===== config.mk =====
export PLATFORM = sky130hd
export DESIGN_NAME = usb_standard_request_handler_core_flat
export DESIGN_NICKNAME = d
export VERILOG_FILES = /design/src/hdl/usr_pkg.sv /design/src/hdl/usr_if.sv /design/src/hdl/usr_cfg_regs.sv /design/src/hdl/usr_decode.sv /design/src/hdl/usb_standard_request_handler_core.sv /design/src/flat_wrapper.sv
export SDC_FILE = /design/constraint.sdc
export NUM_CORES = 1
export LEC_CHECK = 0
export ABC_AREA = 1
export BUFFER_PORTS_ARGS = -buffer_cell sky130_fd_sc_hd__buf_2
export CORE_UTILIZATION = 54
export DETAILED_ROUTE_END_ITERATION = 6
export GPL_TIMING_DRIVEN = 1
export HOLD_SLACK_MARGIN = 0.02
export PLACE_DENSITY = 0.77
export SYNTH_ARGS = -nofsm -noshare
export SYNTH_HDL_FRONTEND = slang
export SYNTH_HIERARCHICAL = 1
export SYNTH_SLANG_ARGS = --single-unit

===== constraint.sdc =====
create_clock -name clk -period 5.2 [get_ports clk]
set_clock_uncertainty 0.05 [all_clocks]
set_input_delay 1.04 -clock clk [delete_from_list [all_inputs] [get_ports clk]]
set_output_delay 1.04 -clock clk [all_outputs]
set_load 0.05 [all_outputs]

===== src/hdl/usr_pkg.sv =====
// Shared types and constants for the USB standard request handler.
// No dependencies; every other file of the block but usr_if uses this package.
package usr_pkg;

  // Interface count and string descriptor limit
  localparam int unsigned NumInterfaces = 3;
  localparam int unsigned MaxStrings    = 8;

  // Standard request codes (bRequest)
  localparam logic [7:0] REQ_GET_STATUS        = 8'd0;
  localparam logic [7:0] REQ_CLEAR_FEATURE     = 8'd1;
  localparam logic [7:0] REQ_SET_FEATURE       = 8'd3;
  localparam logic [7:0] REQ_SET_ADDRESS       = 8'd5;
  localparam logic [7:0] REQ_GET_DESCRIPTOR    = 8'd6;
  localparam logic [7:0] REQ_GET_CONFIGURATION = 8'd8;
  localparam logic [7:0] REQ_SET_CONFIGURATION = 8'd9;
  localparam logic [7:0] REQ_GET_INTERFACE     = 8'd10;
  localparam logic [7:0] REQ_SET_INTERFACE     = 8'd11;

  // Request types (bmRequestType)
  localparam logic [7:0] RT_OUT_DEV = 8'h00;
  localparam logic [7:0] RT_OUT_IF  = 8'h01;
  localparam logic [7:0] RT_OUT_EP  = 8'h02;
  localparam logic [7:0] RT_IN_DEV  = 8'h80;
  localparam logic [7:0] RT_IN_IF   = 8'h81;
  localparam logic [7:0] RT_IN_EP   = 8'h82;

  // Descriptor types (high byte of wValue)
  localparam logic [7:0] DESC_DEVICE = 8'd1;
  localparam logic [7:0] DESC_CONFIG = 8'd2;
  localparam logic [7:0] DESC_STRING = 8'd3;

  // Endpoint zero actions
  localparam logic [1:0] ACT_NONE     = 2'd0;
  localparam logic [1:0] ACT_TRANSMIT = 2'd1;
  localparam logic [1:0] ACT_ADDRESS  = 2'd2;

  // Chosen descriptor
  localparam logic [1:0] KIND_NONE   = 2'd0;
  localparam logic [1:0] KIND_DEVICE = 2'd1;
  localparam logic [1:0] KIND_CONFIG = 2'd2;
  localparam logic [1:0] KIND_STRING = 2'd3;

  // Endpoint hardware commands
  localparam logic [1:0] CMD_NONE      = 2'd0;
  localparam logic [1:0] CMD_CLEAR     = 2'd1;
  localparam logic [1:0] CMD_STALL     = 2'd2;
  localparam logic [1:0] CMD_CONFIGURE = 2'd3;

  // Configuration register indexes
  localparam logic [2:0] CFG_DEVICE_DESC_LENGTH     = 3'd0;
  localparam logic [2:0] CFG_CONFIG_DESC_LENGTH     = 3'd1;
  localparam logic [2:0] CFG_ALT_DEVICE_DESC_LENGTH = 3'd2;
  localparam logic [2:0] CFG_ALT_CONFIG_DESC_LENGTH = 3'd3;
  localparam logic [2:0] CFG_STORAGE_PRESENT        = 3'd4;
  localparam logic [2:0] CFG_STRING_COUNT           = 3'd5;
  localparam logic [2:0] CFG_STRING_LENGTHS         = 3'd6;

  // Halt flags: bit0 IN1, bit1 IN2, bit2 IN3, bit3 OUT2, bit4 OUT3
  localparam logic [4:0] HALT_ALL = 5'h1F;

  typedef enum logic [1:0] {
    STATE_DEFAULT    = 2'd0,
    STATE_ADDRESSED  = 2'd1,
    STATE_CONFIGURED = 2'd2
  } dev_state_t;

  typedef struct packed {
    logic [7:0]  request_type;
    logic [7:0]  request_code;
    logic [15:0] value_word;
    logic [15:0] index_word;
    logic [15:0] length_word;
    logic [4:0]  user_owned_mask;
  } req_t;

  typedef struct packed {
    logic        accepted;
    logic [1:0]  ep0_action;
    logic [15:0] reply_length;
    logic [15:0] reply_word;
    logic [1:0]  descriptor_kind;
    logic [7:0]  descriptor_index;
    logic [1:0]  endpoint_command;
    logic [1:0]  endpoint_number;
    logic        endpoint_is_in;
    logic [6:0]  new_address;
    logic [1:0]  device_state;
  } rsp_t;

  typedef struct packed {
    logic [7:0]  device_desc_length;
    logic [15:0] config_desc_length;
    logic [7:0]  alt_device_desc_length;
    logic [15:0] alt_config_desc_length;
    logic        storage_present;
    logic [3:0]  string_count;
    logic [63:0] string_lengths;
  } cfg_t;

  typedef struct packed {
    logic       ok;
    logic [2:0] idx;
  } ep_sel_t;

  // Map an endpoint address to its halt flag bit
  function automatic ep_sel_t ep_select(input logic [7:0] addr);
    ep_sel_t sel;
    sel = '{ok: 1'b1, idx: 3'd0};
    unique case (addr)
      8'h81:   sel.idx = 3'd0;
      8'h82:   sel.idx = 3'd1;
      8'h83:   sel.idx = 3'd2;
      8'h02:   sel.idx = 3'd3;
      8'h03:   sel.idx = 3'd4;
      default: sel.ok  = 1'b0;
    endcase
    return sel;
  endfunction

endpackage


===== src/hdl/usr_if.sv =====
// Valid/ready channel interfaces for setup requests and their results.
// Depends on nothing; payload widths follow the request and result fields.
interface usr_req_if;
  logic        valid;
  logic        ready;
  logic [7:0]  request_type;
  logic [7:0]  request_code;
  logic [15:0] value_word;
  logic [15:0] index_word;
  logic [15:0] length_word;
  logic [4:0]  user_owned_mask;

  modport source(output valid, output request_type, output request_code,
                 output value_word, output index_word, output length_word,
                 output user_owned_mask, input ready);
  modport sink(input valid, input request_type, input request_code,
               input value_word, input index_word, input length_word,
               input user_owned_mask, output ready);
endinterface

interface usr_rsp_if;
  logic        valid;
  logic        ready;
  logic        accepted;
  logic [1:0]  ep0_action;
  logic [15:0] reply_length;
  logic [15:0] reply_word;
  logic [1:0]  descriptor_kind;
  logic [7:0]  descriptor_index;
  logic [1:0]  endpoint_command;
  logic [1:0]  endpoint_number;
  logic        endpoint_is_in;
  logic [6:0]  new_address;
  logic [1:0]  device_state;

  modport source(output valid, output accepted, output ep0_action,
                 output reply_length, output reply_word, output descriptor_kind,
                 output descriptor_index, output endpoint_command,
                 output endpoint_number, output endpoint_is_in,
                 output new_address, output device_state, input ready);
  modport sink(input valid, input accepted, input ep0_action,
               input reply_length, input reply_word, input descriptor_kind,
               input descriptor_index, input endpoint_command,
               input endpoint_number, input endpoint_is_in,
               input new_address, input device_state, output ready);
endinterface


===== src/hdl/usr_cfg_regs.sv =====
// Descriptor length and string configuration registers.
// Depends on usr_pkg for the register indexes and the cfg_t bundle.
module usr_cfg_regs (
  input  logic          clk,
  input  logic          rst_n,
  input  logic          cfg_we,
  input  logic [2:0]    cfg_index,
  input  logic [63:0]   cfg_wdata,
  output usr_pkg::cfg_t cfg
);

  usr_pkg::cfg_t cfg_r;
  usr_pkg::cfg_t cfg_nxt;

  // Decode the write into the addressed register; unknown indexes drop
  always_comb begin
    cfg_nxt = cfg_r;
    if (cfg_we) begin
      unique case (cfg_index)
        usr_pkg::CFG_DEVICE_DESC_LENGTH:     cfg_nxt.device_desc_length = cfg_wdata[7:0];
        usr_pkg::CFG_CONFIG_DESC_LENGTH:     cfg_nxt.config_desc_length = cfg_wdata[15:0];
        usr_pkg::CFG_ALT_DEVICE_DESC_LENGTH: cfg_nxt.alt_device_desc_length = cfg_wdata[7:0];
        usr_pkg::CFG_ALT_CONFIG_DESC_LENGTH: cfg_nxt.alt_config_desc_length = cfg_wdata[15:0];
        usr_pkg::CFG_STORAGE_PRESENT:        cfg_nxt.storage_present = cfg_wdata[0];
        usr_pkg::CFG_STRING_COUNT:           cfg_nxt.string_count = cfg_wdata[3:0];
        usr_pkg::CFG_STRING_LENGTHS:         cfg_nxt.string_lengths = cfg_wdata;
        default: ;
      endcase
    end
  end

  always_ff @(posedge clk) begin
    if (!rst_n) begin
      cfg_r.device_desc_length     <= 8'd18;
      cfg_r.config_desc_length     <= 16'd0;
      cfg_r.alt_device_desc_length <= 8'd18;
      cfg_r.alt_config_desc_length <= 16'd0;
      cfg_r.storage_present        <= 1'b0;
      cfg_r.string_count           <= 4'd0;
      cfg_r.string_lengths         <= 64'd0;
    end else begin
      cfg_r <= cfg_nxt;
    end
  end

  assign cfg = cfg_r;

endmodule


===== src/hdl/usr_decode.sv =====
// Request decoder: checks one setup packet and forms its result and next state.
// Depends on usr_pkg for request codes, types and the ep_select function.
module usr_decode (
  input  usr_pkg::req_t       req,
  input  usr_pkg::cfg_t       cfg,
  input  usr_pkg::dev_state_t state,
  input  logic [4:0]          halt,
  output usr_pkg::rsp_t       rsp,
  output usr_pkg::dev_state_t state_nxt,
  output logic [4:0]          halt_nxt
);

  usr_pkg::ep_sel_t ep_sel;
  logic             configured;
  logic [3:0]       str_limit;
  logic [7:0]       str_idx;
  logic [7:0]       str_size;
  logic [15:0]      desc_size;
  logic             desc_ok;
  logic [1:0]       desc_kind;

  assign ep_sel     = usr_pkg::ep_select(req.index_word[7:0]);
  assign configured = (state == usr_pkg::STATE_CONFIGURED);
  assign str_idx    = req.value_word[7:0];
  assign str_limit  = (cfg.string_count > 4'(usr_pkg::MaxStrings)) ?
                      4'(usr_pkg::MaxStrings) : cfg.string_count;
  assign str_size   = cfg.string_lengths[{str_idx[2:0], 3'b000} +: 8];

  // Pick the descriptor named by wValue and its full length
  always_comb begin
    desc_ok   = 1'b1;
    desc_kind = usr_pkg::KIND_NONE;
    desc_size = 16'd0;
    unique case (req.value_word[15:8])
      usr_pkg::DESC_DEVICE: begin
        desc_kind = usr_pkg::KIND_DEVICE;
        desc_size = {8'd0, cfg.storage_present ? cfg.device_desc_length
                                               : cfg.alt_device_desc_length};
      end
      usr_pkg::DESC_CONFIG: begin
        desc_kind = usr_pkg::KIND_CONFIG;
        desc_size = cfg.storage_present ? cfg.config_desc_length
                                        : cfg.alt_config_desc_length;
      end
      usr_pkg::DESC_STRING: begin
        desc_kind = usr_pkg::KIND_STRING;
        desc_size = {8'd0, str_size};
        desc_ok   = (str_idx < {4'd0, str_limit});
      end
      default: desc_ok = 1'b0;
    endcase
  end

  // Check the request and build the result; a stall leaves all but device_state zero
  always_comb begin
    rsp       = '0;
    state_nxt = state;
    halt_nxt  = halt;
    unique case (req.request_code) inside
      usr_pkg::REQ_GET_STATUS: begin
        if (req.value_word == 16'd0 && req.length_word == 16'd2) begin
          if (req.request_type == usr_pkg::RT_IN_DEV) begin
            rsp.accepted = (req.index_word == 16'd0);
          end else if (req.request_type == usr_pkg::RT_IN_IF) begin
            rsp.accepted = configured &&
                           (req.index_word < 16'(usr_pkg::NumInterfaces));
          end else if (req.request_type == usr_pkg::RT_IN_EP) begin
            rsp.accepted = configured && (req.index_word[15:8] == 8'd0) && ep_sel.ok;
            rsp.reply_word = {15'd0, halt[ep_sel.idx] & rsp.accepted};
          end
          if (rsp.accepted) begin
            rsp.ep0_action   = usr_pkg::ACT_TRANSMIT;
            rsp.reply_length = 16'd2;
          end
        end
      end
      usr_pkg::REQ_CLEAR_FEATURE, usr_pkg::REQ_SET_FEATURE: begin
        if (configured && req.request_type == usr_pkg::RT_OUT_EP &&
            req.value_word == 16'd0 && req.index_word[15:8] == 8'd0 &&
            req.length_word == 16'd0 && ep_sel.ok) begin
          rsp.accepted = 1'b1;
          // Leave endpoints owned by user logic untouched
          if (!req.user_owned_mask[ep_sel.idx]) begin
            rsp.endpoint_number = req.index_word[1:0];
            rsp.endpoint_is_in  = req.index_word[7];
            if (req.request_code == usr_pkg::REQ_CLEAR_FEATURE) begin
              rsp.endpoint_command  = usr_pkg::CMD_CLEAR;
              halt_nxt[ep_sel.idx]  = 1'b0;
            end else begin
              rsp.endpoint_command  = usr_pkg::CMD_STALL;
              halt_nxt[ep_sel.idx]  = 1'b1;
            end
          end
        end
      end
      usr_pkg::REQ_SET_ADDRESS: begin
        if (req.request_type == usr_pkg::RT_OUT_DEV && req.index_word == 16'd0 &&
            req.length_word == 16'd0 && req.value_word[15:7] == 9'd0) begin
          rsp.accepted    = 1'b1;
          rsp.ep0_action  = usr_pkg::ACT_ADDRESS;
          rsp.new_address = req.value_word[6:0];
          state_nxt = (req.value_word[6:0] != 7'd0) ? usr_pkg::STATE_ADDRESSED
                                                    : usr_pkg::STATE_DEFAULT;
        end
      end
      usr_pkg::REQ_GET_DESCRIPTOR: begin
        if (desc_ok) begin
          rsp.accepted        = 1'b1;
          rsp.ep0_action      = usr_pkg::ACT_TRANSMIT;
          rsp.descriptor_kind = desc_kind;
          rsp.reply_length    = (req.length_word < desc_size) ? req.length_word
                                                              : desc_size;
          if (desc_kind == usr_pkg::KIND_STRING) begin
            rsp.descriptor_index = str_idx;
          end
        end
      end
      usr_pkg::REQ_GET_CONFIGURATION: begin
        if (req.request_type == usr_pkg::RT_IN_DEV && req.value_word == 16'd0 &&
            req.index_word == 16'd0 && req.length_word == 16'd1) begin
          rsp.accepted   = 1'b1;
          rsp.ep0_action = usr_pkg::ACT_TRANSMIT;
          // Default state sends an empty data stage
          if (state != usr_pkg::STATE_DEFAULT) begin
            rsp.reply_length = 16'd1;
          end
          rsp.reply_word = {15'd0, configured};
        end
      end
      usr_pkg::REQ_SET_CONFIGURATION: begin
        if (state != usr_pkg::STATE_DEFAULT && req.request_type == usr_pkg::RT_OUT_DEV &&
            req.index_word == 16'd0 && req.length_word == 16'd0 &&
            req.value_word[15:1] == 15'd0) begin
          rsp.accepted = 1'b1;
          if (req.value_word[0]) begin
            rsp.endpoint_command = usr_pkg::CMD_CONFIGURE;
            state_nxt = usr_pkg::STATE_CONFIGURED;
            halt_nxt  = 5'd0;
          end else begin
            state_nxt = usr_pkg::STATE_ADDRESSED;
            halt_nxt  = usr_pkg::HALT_ALL;
          end
        end
      end
      usr_pkg::REQ_GET_INTERFACE: begin
        if (configured && req.request_type == usr_pkg::RT_IN_IF &&
            req.value_word == 16'd0 && req.length_word == 16'd1 &&
            req.index_word < 16'(usr_pkg::NumInterfaces)) begin
          rsp.accepted     = 1'b1;
          rsp.ep0_action   = usr_pkg::ACT_TRANSMIT;
          rsp.reply_length = 16'd1;
        end
      end
      usr_pkg::REQ_SET_INTERFACE: begin
        if (req.request_type == usr_pkg::RT_OUT_IF && req.length_word == 16'd0 &&
            req.value_word == 16'd0 &&
            req.index_word < 16'(usr_pkg::NumInterfaces)) begin
          rsp.accepted         = 1'b1;
          rsp.endpoint_command = usr_pkg::CMD_CONFIGURE;
        end
      end
      default: ;
    endcase
    rsp.device_state = state_nxt;
  end

endmodule


===== src/hdl/usb_standard_request_handler_core.sv =====
// Top level of the USB standard request handler: input register, decoder,
// device state, result register. Depends on usr_pkg, usr_if, usr_cfg_regs, usr_decode.
//
//  port      dir  kind           carries
//  in_req    in   valid/ready    one setup packet and the user owned endpoint mask
//  out_rsp   out  valid/ready    one result per packet
//  cfg_*     in   write only     descriptor lengths and string table
//
// Each packet passes the input register, the decoder and the result register in
// turn; one packet per cycle sustained while out_rsp.ready stays high.
// Reset (synchronous, rst_n low) clears both stages, returns to the default
// state with every endpoint halted and loads the register defaults.
// A stalled result register holds the input register; in_req.ready then drops.
module usb_standard_request_handler_core (
  input  logic         clk,
  input  logic         rst_n,
  usr_req_if.sink      in_req,
  usr_rsp_if.source    out_rsp,
  input  logic         cfg_we,
  input  logic [2:0]   cfg_index,
  input  logic [63:0]  cfg_wdata
);

  usr_pkg::cfg_t       cfg;
  usr_pkg::req_t       in_payload;
  usr_pkg::req_t       s1_req_r;
  logic                s1_valid_r;
  logic                s1_valid_nxt;
  usr_pkg::rsp_t       out_rsp_r;
  logic                out_valid_r;
  logic                out_valid_nxt;
  usr_pkg::dev_state_t state_r;
  usr_pkg::dev_state_t state_nxt;
  logic [4:0]          halt_r;
  logic [4:0]          halt_nxt;
  usr_pkg::rsp_t       dec_rsp;
  logic                out_free;
  logic                s1_go;
  logic                in_fire;

  usr_cfg_regs u_cfg (
    .clk       (clk),
    .rst_n     (rst_n),
    .cfg_we    (cfg_we),
    .cfg_index (cfg_index),
    .cfg_wdata (cfg_wdata),
    .cfg       (cfg)
  );

  usr_decode u_decode (
    .req       (s1_req_r),
    .cfg       (cfg),
    .state     (state_r),
    .halt      (halt_r),
    .rsp       (dec_rsp),
    .state_nxt (state_nxt),
    .halt_nxt  (halt_nxt)
  );

  assign in_payload = '{
    request_type:    in_req.request_type,
    request_code:    in_req.request_code,
    value_word:      in_req.value_word,
    index_word:      in_req.index_word,
    length_word:     in_req.length_word,
    user_owned_mask: in_req.user_owned_mask
  };

  // Advance the input stage whenever the result register frees up
  assign out_free      = !out_valid_r || out_rsp.ready;
  assign s1_go         = s1_valid_r && out_free;
  assign in_req.ready  = !s1_valid_r || out_free;
  assign in_fire       = in_req.valid && in_req.ready;
  assign s1_valid_nxt  = in_fire ? 1'b1 : (s1_go ? 1'b0 : s1_valid_r);
  assign out_valid_nxt = s1_go ? 1'b1 : (out_rsp.ready ? 1'b0 : out_valid_r);

  // Control state and device state
  always_ff @(posedge clk) begin
    if (!rst_n) begin
      s1_valid_r  <= 1'b0;
      out_valid_r <= 1'b0;
      state_r     <= usr_pkg::STATE_DEFAULT;
      halt_r      <= usr_pkg::HALT_ALL;
    end else begin
      s1_valid_r  <= s1_valid_nxt;
      out_valid_r <= out_valid_nxt;
      if (s1_go) begin
        state_r <= state_nxt;
        halt_r  <= halt_nxt;
      end
    end
  end

  // Payload registers
  always_ff @(posedge clk) begin
    if (in_fire) begin
      s1_req_r <= in_payload;
    end
    if (s1_go) begin
      out_rsp_r <= dec_rsp;
    end
  end

  assign out_rsp.valid            = out_valid_r;
  assign out_rsp.accepted         = out_rsp_r.accepted;
  assign out_rsp.ep0_action       = out_rsp_r.ep0_action;
  assign out_rsp.reply_length     = out_rsp_r.reply_length;
  assign out_rsp.reply_word       = out_rsp_r.reply_word;
  assign out_rsp.descriptor_kind  = out_rsp_r.descriptor_kind;
  assign out_rsp.descriptor_index = out_rsp_r.descriptor_index;
  assign out_rsp.endpoint_command = out_rsp_r.endpoint_command;
  assign out_rsp.endpoint_number  = out_rsp_r.endpoint_number;
  assign out_rsp.endpoint_is_in   = out_rsp_r.endpoint_is_in;
  assign out_rsp.new_address      = out_rsp_r.new_address;
  assign out_rsp.device_state     = out_rsp_r.device_state;

endmodule

===== src/flat_wrapper.sv =====
// flat-port wrapper written by rule: the top's interface ports become plain ports
module usb_standard_request_handler_core_flat 
  (clk, rst_n, cfg_we, cfg_index, cfg_wdata, in_req_valid, in_req_request_type, in_req_request_code, in_req_value_word, in_req_index_word, in_req_length_word, in_req_user_owned_mask, in_req_ready, out_rsp_valid, out_rsp_accepted, out_rsp_ep0_action, out_rsp_reply_length, out_rsp_reply_word, out_rsp_descriptor_kind, out_rsp_descriptor_index, out_rsp_endpoint_command, out_rsp_endpoint_number, out_rsp_endpoint_is_in, out_rsp_new_address, out_rsp_device_state, out_rsp_ready);
  usr_req_if in_req_i ();
  usr_rsp_if out_rsp_i ();
  input  logic clk;
  input  logic rst_n;
  input  logic cfg_we;
  input  logic [2:0] cfg_index;
  input  logic [63:0] cfg_wdata;
  input wire logic [$bits(in_req_i.valid)-1:0] in_req_valid;
  input wire logic [$bits(in_req_i.request_type)-1:0] in_req_request_type;
  input wire logic [$bits(in_req_i.request_code)-1:0] in_req_request_code;
  input wire logic [$bits(in_req_i.value_word)-1:0] in_req_value_word;
  input wire logic [$bits(in_req_i.index_word)-1:0] in_req_index_word;
  input wire logic [$bits(in_req_i.length_word)-1:0] in_req_length_word;
  input wire logic [$bits(in_req_i.user_owned_mask)-1:0] in_req_user_owned_mask;
  output wire logic [$bits(in_req_i.ready)-1:0] in_req_ready;
  output wire logic [$bits(out_rsp_i.valid)-1:0] out_rsp_valid;
  output wire logic [$bits(out_rsp_i.accepted)-1:0] out_rsp_accepted;
  output wire logic [$bits(out_rsp_i.ep0_action)-1:0] out_rsp_ep0_action;
  output wire logic [$bits(out_rsp_i.reply_length)-1:0] out_rsp_reply_length;
  output wire logic [$bits(out_rsp_i.reply_word)-1:0] out_rsp_reply_word;
  output wire logic [$bits(out_rsp_i.descriptor_kind)-1:0] out_rsp_descriptor_kind;
  output wire logic [$bits(out_rsp_i.descriptor_index)-1:0] out_rsp_descriptor_index;
  output wire logic [$bits(out_rsp_i.endpoint_command)-1:0] out_rsp_endpoint_command;
  output wire logic [$bits(out_rsp_i.endpoint_number)-1:0] out_rsp_endpoint_number;
  output wire logic [$bits(out_rsp_i.endpoint_is_in)-1:0] out_rsp_endpoint_is_in;
  output wire logic [$bits(out_rsp_i.new_address)-1:0] out_rsp_new_address;
  output wire logic [$bits(out_rsp_i.device_state)-1:0] out_rsp_device_state;
  input wire logic [$bits(out_rsp_i.ready)-1:0] out_rsp_ready;
  assign in_req_i.valid = in_req_valid;
  assign in_req_i.request_type = in_req_request_type;
  assign in_req_i.request_code = in_req_request_code;
  assign in_req_i.value_word = in_req_value_word;
  assign in_req_i.index_word = in_req_index_word;
  assign in_req_i.length_word = in_req_length_word;
  assign in_req_i.user_owned_mask = in_req_user_owned_mask;
  assign in_req_ready = in_req_i.ready;
  assign out_rsp_valid = out_rsp_i.valid;
  assign out_rsp_accepted = out_rsp_i.accepted;
  assign out_rsp_ep0_action = out_rsp_i.ep0_action;
  assign out_rsp_reply_length = out_rsp_i.reply_length;
  assign out_rsp_reply_word = out_rsp_i.reply_word;
  assign out_rsp_descriptor_kind = out_rsp_i.descriptor_kind;
  assign out_rsp_descriptor_index = out_rsp_i.descriptor_index;
  assign out_rsp_endpoint_command = out_rsp_i.endpoint_command;
  assign out_rsp_endpoint_number = out_rsp_i.endpoint_number;
  assign out_rsp_endpoint_is_in = out_rsp_i.endpoint_is_in;
  assign out_rsp_new_address = out_rsp_i.new_address;
  assign out_rsp_device_state = out_rsp_i.device_state;
  assign out_rsp_i.ready = out_rsp_ready;
  usb_standard_request_handler_core u_core (.clk(clk), .rst_n(rst_n), .in_req(in_req_i), .out_rsp(out_rsp_i), .cfg_we(cfg_we), .cfg_index(cfg_index), .cfg_wdata(cfg_wdata));
endmodule

=== Word level (Yosys, flattened, before mapping) ===
Index checks and enable logic that the tools add are counted.

* Reduce and logical (&&, ||, !) cells: 62
* Equal/unequal tests: 34
* Muxes and demuxes: 59
* Bitwise logic cells: 6
* Magnitude comparators: 6
* Shift-type cells: 1

{| class="wikitable"
|+ Operators by type and width
! operator !! number
|-
| 2-to-1 mux 35 bit || 2
|-
| one-hot mux 16 bit (4 select lines) || 1
|-
| variable part select 64 x 7 -> 8 bit || 1
|-
| equality test 8 x 2 -> 1 bit, second input constant || 6
|-
| equality test 8 bit, second input constant || 6
|-
| zero test 16 bit || 3
|-
| one-hot mux 16 bit (3 select lines) || 1
|-
| 2-to-1 mux 19 bit || 2
|-
| 2-to-1 mux 5 bit || 7
|-
| equality test 8 x 4 -> 1 bit, second input constant || 4
|-
| 2-to-1 mux 16 bit || 2
|-
| one-hot mux 16 bit (2 select lines) || 1
|-
| logical AND 1 bit || 29
|-
| equality test 8 x 1 -> 1 bit, second input constant || 3
|-
| zero test 8 bit || 3
|-
| 2-to-1 mux 1 bit || 21
|-
| AND reduction 2 bit || 9
|-
| 2-to-1 mux 17 bit || 1
|-
| equality test 16 x 1 -> 1 bit, second input constant || 1
|-
| equality test 16 x 2 -> 1 bit, second input constant || 1
|-
| equality test 8 x 3 -> 1 bit, second input constant || 2
|-
| less-than comparator 16 bit || 1
|-
| less-than comparator 16 x 2 -> 1 bit, second input constant || 1
|-
| zero test 15 bit || 1
|-
| 39 further kinds || 59
|}

* Input port bits: 141
* Register bits after elaboration: 254
* Output and inout port bits: 61

=== Logic depth before layout (Yosys ltp) ===
Gate-level depths: netlist (run 1).

* Depth after elaboration: 12
* Gate-level depth with buffers: 21
* Mapped depth without buffers: 19

=== Modules after synthesis ===
Netlist (run 1), hierarchy kept.

{| class="wikitable"
|+ By module, submodules not included
! module !! cells an instance !! area an instance (um^2) !! instances
|-
| usr_cfg_regs || 711 || 4794.6 || 1
|-
| usb_standard_request_handler_core || 176 || 4224.1 || 1
|-
| usr_decode || 581 || 2985.4 || 1
|}

=== Worst setup path before layout (run 1) ===
Ideal clock, no wire load.

* Path kind: input-to-reg
* From: input out_rsp_ready
* To: register u_core/s1_req_r[0] (netlist bit), enable pin
* Library setup time: 0.423 ns
* Path buffers: 0
* Stages: 4
* Data arrival time: 2.732 ns
* Path slack: 1.995 ns
* Path through: inv_2 > nand3_2 > nand2_1 > inv_1

* Longest elaborated chain between the ends: 3

{| class="wikitable"
|+ RTL lines
! what !! line !! source
|-
| start: declaration || flat_wrapper.sv:31 || <nowiki>input wire logic [$bits(out_rsp_i.ready)-1:0] out_rsp_ready;</nowiki>
|-
| logical OR 1 bit || usb_standard_request_handler_core.sv:70 || <nowiki>assign out_free = !out_valid_r || out_rsp.ready;</nowiki>
|-
| logical OR 1 bit || usb_standard_request_handler_core.sv:72 || <nowiki>assign in_req.ready = !s1_valid_r || out_free;</nowiki>
|-
| net in_req_ready || flat_wrapper.sv:18 || <nowiki>output wire logic [$bits(in_req_i.ready)-1:0] in_req_ready;</nowiki>
|-
| logical AND 1 bit || usb_standard_request_handler_core.sv:73 || <nowiki>assign in_fire = in_req.valid && in_req.ready;</nowiki>
|-
| net u_core.in_fire || usb_standard_request_handler_core.sv:39 || <nowiki>logic in_fire;</nowiki>
|-
| end signal: assignment || usb_standard_request_handler_core.sv:97 || <nowiki>s1_req_r <= in_payload;</nowiki>
|-
| end: declaration || usb_standard_request_handler_core.sv:26 || <nowiki>usr_pkg::req_t s1_req_r;</nowiki>
|}

The timed path passes the listed nets, and every way through them passes these cells.
A chain may end at the register's enable or synchronous reset.

==> results of run 1 <==
[cells by family (layout without fill, tap and decap cells)]
logic type / after synthesis / after routing / synth area share [%]
AND/OR/NAND/NOR: 827 / 827 / 28.9
multiplexers: 22 / 22 / 1.92
AO/OA/AOI/OAI: 107 / 107 / 5.25
other: 1 / 20 / 0.0312
buffers and inverters: 239 / 413 / 9.00
flip-flops: 254 / 254 / 53.0
adder cells (fa/ha/maj): 18 / 18 / 1.88
[cell type report]
cell class / instances / area (um2)
inverters: 154 / 579
repair buffers: 210 / 1080
well taps: 280 / 350
clock buffers: 44 / 781
diodes: 1 / 2.50
flip-flops and latches: 254 / 6370
fillers: 1926 / 7990
multi-input cells: 993 / 4630
clock inverters: 5 / 48.8
[layout by cell type, fill, tap and decap left out, drive strengths merged, types with 2 or more instances in the layout]
cell type and count:
a211oi 9, a21oi 26, buf 210, clkbuf 44
clkinv 5, conb 19, dfxtp 126, edfxtp 128
ha 18, inv 153, mux2 8, mux2i 14
nand2 255, nand3 166, nand4 7, nor2 374
nor3 19, nor4 3, o2111ai 2, o211ai 7
o21ai 37, o22ai 20
[routing by layer]
metal	up-vias	track usage [%]	share of wire, %	wire (um)
li1	5077	-	-	-
met1	4591	35.2	42	12700
met2	425	42.6	47	14200
met3	58	4.25	8.0	2410
met4	0	10.1	3.1	937
met5	-	0	0	0
[how the worst max path moves through the flow]
stage / from / to / slack (ns) / cells after the start
final: u_core/s1_req_r[38] / u_core/out_rsp.reply_length[15] / 1.46 / 13
after floorplan: out_rsp_ready / u_core/s1_req_r[0] / 2.00 / 4
after global placement: u_core/s1_req_r[38] / u_core/out_rsp.reply_length[1] / 1.73 / 14
after detailed placement: u_core/s1_req_r[38] / u_core/out_rsp.reply_length[14] / 1.60 / 13
after CTS: u_core/s1_req_r[38] / u_core/out_rsp.reply_length[14] / 1.56 / 13
after global routing: u_core/s1_req_r[38] / u_core/out_rsp.reply_length[7] / 1.14 / 14
[critical path: stages, from the launching register on]
cell and delay (ns):
edfxtp_1 0.72, clkinv_2 0.41, o21ai_0 0.17, o22ai_1 0.10, a211oi_1 0.50, ha_1 0.36
a21oi_1 0.16, nor2_1 0.07, a211oi_1 0.20, nand2_1 0.10, nand2_2 0.09, nand2_2 0.29
nor2_1 0.21, nor2_1 0.06
[state kept, by name, indices dropped and copies added (netlist names), 2 cells and up]
| register | cells |
|---|---|
| u_core/halt_r | 5 |
| u_core/out_rsp.descriptor_index | 8 |
| u_core/out_rsp.descriptor_kind | 2 |
| u_core/out_rsp.device_state | 2 |
| u_core/out_rsp.endpoint_command | 2 |
| u_core/out_rsp.endpoint_number | 2 |
| u_core/out_rsp.ep0_action | 2 |
| u_core/out_rsp.new_address | 7 |
| u_core/out_rsp.reply_length | 16 |
| u_core/out_rsp.reply_word | 16 |
| u_core/s1_req_r | 69 |
| u_core/state_r | 2 |
| u_core/u_cfg/cfg | 117 |
[stage by stage]
step                      area [um2]  total power, W  setup slack, ns
after floorplan                12100         0.00262             2.00
after global placement         13000         0.00274             1.73
after detailed placement       13000         0.00276             1.60
after CTS                      13800         0.00456             1.56
after global routing           13800         0.00470             1.14
final                          13800         0.00454             1.46
[report_power, final]
group          switching (W)  leakage, nW  internal [W]
combinational       0.000320         3.42      0.000144
clock               0.000752        0.403       0.00107
sequential         0.0000567         2.23       0.00220
total                0.00113         6.05       0.00341
==> impl_metrics.tcl, run 1 <==
set metrics [dict create \
    ctsHoldBuffers 0 \
    period_minus_slack_ns 3.74 \
    ys_ff_latch 254 \
    worstPathRequired_ns 5.43 \
    start_kind "register" \
    drt_iter0_drc 845 \
    cp.arrival_ns 3.97 \
    synth_area_leader_cell "edfxtp_1" \
    r2r-start "u_core/s1_req_r[38]" \
    antenna_found_initial 0 \
    max_cap_viol_count 0 \
    num_vias 10200 \
    whs_endpoint "u_core/u_cfg/cfg[44]" \
    area_growth_pct 15.2 \
    die_w_um 151 \
    finalSetupTns_ns 0 \
    synthArstFlopShare_pct 0 \
    dieArea_mm2 0.0228 \
    die_y_um 151 \
    grt-ovfl-total 0 \
    drtPass1Iterations 5 \
    reg2regPathDepth 13 \
    place_hpwl_um 21600 \
    finish.utilization_pct 63.4 \
    hold_class "register to register" \
    crit_fanout 30 \
    clk_path_buf_depth 3 \
    post_cts_buffers 0 \
    clkSinkCount 254 \
    worstSetupPathType "register to register" \
    io_pins 202 \
    cts-resized-gates 0 \
    core_region_area_mm2 0.0218 \
    initial_utilization_pct 55.0 \
    r2r_slack_ns 1.46 \
    h-tree-depth 1 \
    rows 54 \
    grt_max_degree 96 \
    routed_via_density 5.23 \
    p_per_area_mw_per_mm2 328 \
    synth-edff-count 128 \
    fmax_ghz 0.268 \
    synth_most_common_cell "nor2_1" \
    clk_pin_slew_worst_paths_ns 0.06 \
    place_inst 1891 \
    gp_congestion 0.919 \
    relSlewSlack_pct 25.0 \
    ys_top_cells_by_count "nor2_1, nand2_1, nand3_1" \
    tightest_slew_ns 1.12 \
    worstHoldPathCells 2 \
    fin_cells 1941 \
    ir_drop_mv 0.205 \
    clockRootBuffer "clkbuf_16" \
    hold_violations 0 \
    netlist_area_mm2 0.0120 \
    io_buffers 201 \
    clock_latency_ns 0.53 \
    avgRoutedWirePerCell_um 15.6 \
    syn_inst 1468 \
    numCtsBuffers 27 \
    track_usage_pct 26.3 \
    rsz0062_at_grt "no" \
    cts_tree "built" \
    drc 0 \
    holdWs_ns 0.432 \
    worst_r2r_endpoint "u_core/out_rsp.reply_length[15]" \
    ys_warn_count 6 \
    drive_gt1_share_pct 17.3 \
    synth_ff_type "edfxtp_1" \
    ys_seq_area_share_pct 53.0 \
    leakage_nw 6.05 \
    synth.area.top_cells "edfxtp_1, dfxtp_1, nor2_1" \
    endpoint_kind "register" \
    fin_crit_sh_pct 71.9 \
    setup_viol 0 \
    synth_top_area_share_pct 32.0 \
    status "complete, no violations" \
    slew_violations 0 \
    syn_avg_cell_area_um2 8.18 \
    ant_nets 0 \
    hp-start "u_core/u_cfg/cfg[44]" \
    routed_wl_um 30200 \
    grt_first_pass_wirelength_um 46800 \
    grt_pass1_vias 9233 \
    yosysUniqueCellTypes 43 \
    nets 1799 \
]
Power figures use the tool's default switching activity.
==> run 2, diff against run 1 <==
--- a/config.mk
+++ b/config.mk
@@ -5,7 +5,7 @@
 export SDC_FILE = /design/constraint.sdc
 export NUM_CORES = 1
 export LEC_CHECK = 0
-export ABC_AREA = 1
+export ABC_AREA = 0
 export BUFFER_PORTS_ARGS = -buffer_cell sky130_fd_sc_hd__buf_2
 export CORE_UTILIZATION = 54
 export DETAILED_ROUTE_END_ITERATION = 6
==> constraint.sdc (replaced) <==
create_clock -name clk -period 3.5 [get_ports clk]
set_clock_uncertainty 0.05 [all_clocks]
set_input_delay 0.7 -clock clk [delete_from_list [all_inputs] [get_ports clk]]
set_output_delay 0.7 -clock clk [all_outputs]
set_load 0.05 [all_outputs]
==> impl_metrics.tcl, run 2 <==
set metrics [dict create \
    core_region_area_mm2 0.0205 \
    ctsHoldBuffers 0 \
    ant_nets 0 \
    ys_top_cells_by_count "nand2_1, mux2i_1, edfxtp_1" \
    synth.area.top_cells "edfxtp_1, dfxtp_1, mux2i_1" \
    worstSetupPathType "register to register" \
    ys_seq_area_share_pct 55.8 \
    hold_violations 0 \
    die_y_um 147 \
    tightest_slew_ns 0.772 \
    fin_crit_sh_pct 97.0 \
    cp.arrival_ns 3.58 \
    endpoint_kind "register" \
    dp_slack_ns 0.0261 \
    worstPathRequired_ns 3.69 \
    drt_iter0_drc 529 \
    gp_congestion 0.896 \
    avgRoutedWirePerCell_um 17.8 \
    initial_utilization_pct 55.7 \
    synth_ff_type "edfxtp_1" \
    netlist_area_mm2 0.0114 \
    syn_inst 1003 \
    relSlewSlack_pct 48.4 \
    synth_top_area_share_pct 33.7 \
    drive_gt1_share_pct 27.0 \
    leakage_nw 5.38 \
    max_cap_viol_count 0 \
    area_growth_pct 19.0 \
    final_common_cell "nand2_1" \
    ys_warn_count 6 \
    slew_violations 0 \
    rows 52 \
    num_vias 8215 \
    grt_first_pass_wirelength_um 41800 \
    crit_fanout 7 \
    layout_common_cells "nand2_1, buf_2, mux2i_1" \
    clock_latency_ns 0.52 \
    grt_pass1_vias 8094 \
    start_kind "register" \
    synth_most_common_cell "nand2_1" \
    cts_tree "built" \
    final_area_mm2 0.0136 \
    syn_avg_cell_area_um2 11.4 \
    drc 0 \
    io_buffers 201 \
    grt_max_degree 79 \
    synth-edff-count 128 \
    largest_reg_flops 117 \
    io_pins 202 \
    clkSinkCount 254 \
    finalSetupTns_ns 0 \
    track_usage_pct 24.6 \
    routed_wl_um 26500 \
    place_inst 1436 \
    clk_pin_slew_worst_paths_ns 0.06 \
    ys_ff_latch 254 \
    yosysUniqueCellTypes 72 \
    status "complete, no violations" \
    h-tree-depth 1 \
    place_hpwl_um 18800 \
    dieArea_mm2 0.0217 \
    numCtsBuffers 27 \
    fin_ws_ns 0.103 \
    clk_path_buf_depth 3 \
    drtPass1Iterations 5 \
    ir_drop_mv 0.367 \
    fin_cells 1487 \
    fmax_ghz 0.294 \
    die_w_um 147 \
    p_per_area_mw_per_mm2 484 \
    antenna_found_initial 0 \
    post_dp_cell_area_mm2 0.0126 \
    synth_area_leader_cell "edfxtp_1" \
    synthArstFlopShare_pct 0 \
    period_minus_slack_ns 3.40 \
    clockRootBuffer "clkbuf_16" \
    routed_via_density 5.52 \
    rsz0062_at_grt "yes" \
    setup_viol 0 \
    nets 1356 \
    hold_class "input port to register" \
    grt-ovfl-total 0 \
]
## run 2: cell count changes after synthesis, sizes merged, moves of 16 or more
cell	previous run	this run
nand3	166	13
clkbuf	8	32
o21ai	37	14
nand2	255	220
nor2b	0	18
mux4	0	16
nor2	374	36
mux2i	14	133
buf	77	49
inv	153	16
o22ai	20	2
## run 2: final timing paths
| path | slack [ns] | startpoint | end | cells after the start |
|---|---|---|---|---|
| worst max-delay path | 0.10 | u_core/s1_req_r[51] | u_core/out_rsp.reply_length[0] | 15 |
| worst min-delay path | 0.30 | in_req_value_word[3] | u_core/s1_req_r[40] | 1 |
| worst max register to register | 0.10 | u_core/s1_req_r[51] | u_core/out_rsp.reply_length[0] | 15 |
| worst min register to register | 0.40 | u_core/u_cfg/cfg[88] | u_core/u_cfg/cfg[88] | 2 |
## run 2: power by group
part / internal (W) / switching (W)
registers: 0.00324 / 0.0000637
clock network: 0.00163 / 0.00113
logic: 0.000198 / 0.000326
total: 0.00506 / 0.00152
## run 2: cells by family after synthesis
family | count (synthesis) | synth area share (%)
buffers and inverters | 98 | 4.66
muxes | 157 | 15.6
other | 1 | 0.0329
AOI/OAI and AO/OA | 91 | 5.51
and+or+nand+nor | 384 | 16.4
adders and majority gates | 18 | 1.97
DFF | 254 | 55.8
## run 2: layer usage
| layer | up-vias | part of all wire, % | GRT usage (%) |
|---|---|---|---|
| li1 | 3959 | - | - |
| met1 | 3896 | 43 | 33.1 |
| met2 | 296 | 47 | 39.9 |
| met3 | 64 | 6.0 | 3.86 |
| met4 | 0 | 3.8 | 9.79 |
| met5 | - | 0 | 0 |
## run 2: area by class of cell
cell class                      instances  area [um2]
Antenna cell                            1        2.50
Clock buffer                           32         694
Clock inverter                         16         158
Fill cell                            1582        6910
Inverter                               17        63.8
Multi-Input combinational cell        669        4670
Sequential cell                       254        6370
Tap cell                              270         338
Timing Repair Buffer                  228        1290
## run 2: what timing repair did
item | 4_1_cts | 5_1_grt
pin swaps | 0 | 7
resized for setup | 0 | 18
endpoints found under the hold margin | 0 | 0
buffers inserted | 0 | 2
setup endpoints to repair | 1 | 18
## run 2: metrics by stage
stage	hold slack, ns	power, W	util [%]
6_report	0.295	0.00658	66.3
5_1_grt	0.286	0.00680	66.3
4_1_cts	0.279	0.00662	65.8
3_5_place_dp	0.398	0.00387	61.7
3_3_place_gp	0.388	0.00386	61.7
2_1_floorplan	0.381	0.00369	-
## run 2: worst max-delay path: stages, from the launching register on
cell      delay, ns
edfxtp_1       0.41
nor4_4         0.33
and2_4         0.19
buf_4          0.13
nand3b_1       0.23
nor2_1         0.21
a21oi_2        0.07
ha_1           0.33
a21oi_2        0.07
o21ai_2        0.21
a41oi_1        0.07
o21ai_1        0.13
a21boi_2       0.21
buf_4          0.16
mux2i_1        0.20
o22ai_1        0.11
==> run 3, diff against run 2 <==
--- a/config.mk
+++ b/config.mk
@@ -7,11 +7,13 @@
 export LEC_CHECK = 0
 export ABC_AREA = 0
 export BUFFER_PORTS_ARGS = -buffer_cell sky130_fd_sc_hd__buf_2
-export CORE_UTILIZATION = 54
+export CELL_PAD_IN_SITES_DETAIL_PLACEMENT = 0
+export CELL_PAD_IN_SITES_GLOBAL_PLACEMENT = 1
+export CORE_UTILIZATION = 40
 export DETAILED_ROUTE_END_ITERATION = 6
 export GPL_TIMING_DRIVEN = 1
 export HOLD_SLACK_MARGIN = 0.02
-export PLACE_DENSITY = 0.77
+export PLACE_DENSITY_LB_ADDON = 0.1
 export SYNTH_ARGS = -nofsm -noshare
 export SYNTH_HDL_FRONTEND = slang
 export SYNTH_HIERARCHICAL = 1
==> constraint.sdc (replaced) <==
create_clock -name clk -period 3.1 [get_ports clk]
set_clock_uncertainty 0.05 [all_clocks]
set_input_delay 0.62 -clock clk [delete_from_list [all_inputs] [get_ports clk]]
set_output_delay 0.62 -clock clk [all_outputs]
set_load 0.05 [all_outputs]
==> impl_metrics.tcl, run 3 (synthesized netlist as in run 2, its figures left out) <==
set metrics [dict create \
    numCtsBuffers 29 \
    die_w_um 171 \
    finish.utilization_pct 52.0 \
    leakage_nw 5.76 \
    status "finished with violations" \
    setup_viol 16 \
    dieArea_mm2 0.0292 \
    layout_common_cells "nand2_1, buf_2, mux2i_1" \
    die_y_um 171 \
    violations "setup timing" \
    drive_gt1_share_pct 32.8 \
    cts_tree "built" \
    core_region_area_mm2 0.0279 \
    drtPass1Iterations 5 \
    final_common_cell "nand2_1" \
    grt_first_pass_wirelength_um 46600 \
    relSlewSlack_pct 50.7 \
    hold_class "input port to register" \
    start_kind "register" \
    hp-start "in_req_request_type[0]" \
    clk_pin_slew_worst_paths_ns 0.06 \
    fmax_ghz 0.303 \
    io_buffers 201 \
    largest_reg_flops 117 \
    rsz0062_at_grt "yes" \
    max_cap_viol_count 0 \
    clk_path_buf_depth 3 \
    internal_power_w 0.00585 \
    cp.arrival_ns 3.64 \
    tightest_slew_ns 0.738 \
    clkSinkCount 254 \
    clock_latency_ns 0.55 \
    grt_max_degree 70 \
    r2r-start "u_core/s1_req_r[51]" \
    period_minus_slack_ns 3.30 \
    worstPathRequired_ns 3.43 \
    comb_power_share_pct 8.7 \
    drt_iter0_drc 480 \
    switching_share_pct 23.7 \
    h-tree-depth 1 \
    fin_crit_sh_pct 107 \
    ctsHoldBuffers 0 \
    fin_ws_ns -0.204 \
    endpoint_kind "register" \
    area_growth_pct 27.4 \
    worstSetupPathType "register to register" \
    routed_wl_um 30400 \
    ant_nets 0 \
    nets 1410 \
    track_usage_pct 20.9 \
    clockPowerShare_pct 42.7 \
    grt-ovfl-total 0 \
    antenna_found_initial 4 \
    drc 0 \
    met1_usage_pct 29.0 \
    grt_use_met2_pct 33.0 \
    place_hpwl_um 22000 \
    total_power_w 0.00767 \
    slew_violations 0 \
    grt_pass1_vias 8167 \
    crit_fanout 21 \
    io_pins 202 \
    p_per_area_mw_per_mm2 528 \
    routed_via_density 5.00 \
    switching_power_w 0.00182 \
    hold_violations 0 \
    clockRootBuffer "clkbuf_16" \
    gp_congestion 0.809 \
    initial_utilization_pct 40.9 \
    grtUsageMet3_pct 4.53 \
    grt-busiest-layer "met2" \
    rows 61 \
    seqPwrFrac_pct 48.6 \
    startpoint "u_core/s1_req_r[51]" \
    ir_drop_mv 0.392 \
    avgRoutedWirePerCell_um 18.4 \
    num_vias 8274 \
]
run 3: changes by cell type in the layout (fill, tap and decap cells not counted), sizes merged:
cell / previous run / this run
clkbuf: 32 / 49
diode: 1 / 2
bufinv: 3 / 0
inv: 16 / 17
buf: 228 / 279
clkinv: 12 / 4
run 3: final timing paths:
path / to / slack (ns) / cells past startpoint
worst max-delay path: u_core/out_rsp.reply_length[14] / -0.20 / 14
worst min-delay path: u_core/s1_req_r[61] / 0.20 / 1
worst max register to register: u_core/out_rsp.reply_length[14] / -0.20 / 14
worst min register to register: u_core/u_cfg/cfg[56] / 0.41 / 2
run 3: cell type report:
| type | count | area [um2] |
|---|---|---|
| Antenna cell | 2 | 5.00 |
| Clock buffer | 48 | 883 |
| Clock inverter | 6 | 37.5 |
| Fill cell | 2574 | 13400 |
| Inverter | 17 | 63.8 |
| Multi-Input combinational cell | 669 | 4940 |
| Sequential cell | 254 | 6370 |
| Tap cell | 378 | 473 |
| Timing Repair Buffer | 280 | 1760 |
run 3: metal layers:
metal | vias to the layer above | routed length, um
li1 | 4071 | -
met1 | 3915 | 14200
met2 | 242 | 13600
met3 | 42 | 1910
met4 | 4 | 639
met5 | - | 25
run 3: worst max-delay path, cell delays in order, from the launching register on:
cell and delay (ns):
edfxtp_1 0.42, nor4_4 0.33, and2_4 0.22, nand2_4 0.06, nor2_4 0.18, clkbuf_16 0.17, nand2_2 0.06, ha_4 0.24
and4_4 0.18, a221oi_4 0.33, nor4b_4 0.30, a21boi_4 0.11, buf_6 0.18, nand2b_1 0.15, a21oi_1 0.16
run 3: repair_timing:
action,in CTS,in global routing
gates resized for setup,23,38
cloned,1,0
buffers inserted,7,11
hold endpoints to repair,0,0
pin swaps,9,28
setup endpoints to repair,17,21
run 3: power groups by stage:
stage	combinational (W)	clock, W	sequential (W)
after floorplan	0.000314	0	0.00386
after global placement	0.000622	0	0.00380
after detailed placement	0.000625	0	0.00380
after CTS	0.000645	0.00336	0.00373
after global routing	0.000723	0.00349	0.00374
final	0.000666	0.00328	0.00373
run 3: stage by stage:
step | hold WS, ns | area, um2 | TNS [ns] | worst slack [ns] | instances
final | 0.198 | 14500 | -2.57 | -0.204 | 1654
after global routing | 0.176 | 14500 | -5.34 | -0.378 | 1653
after global placement | 0.388 | 13100 | -3.10 | -0.219 | 1579
after CTS | 0.172 | 14300 | -2.00 | -0.165 | 1641
after floorplan | 0.381 | 11600 | -0.0395 | -0.0395 | 1021
after detailed placement | 0.397 | 13100 | -3.33 | -0.280 | 1579
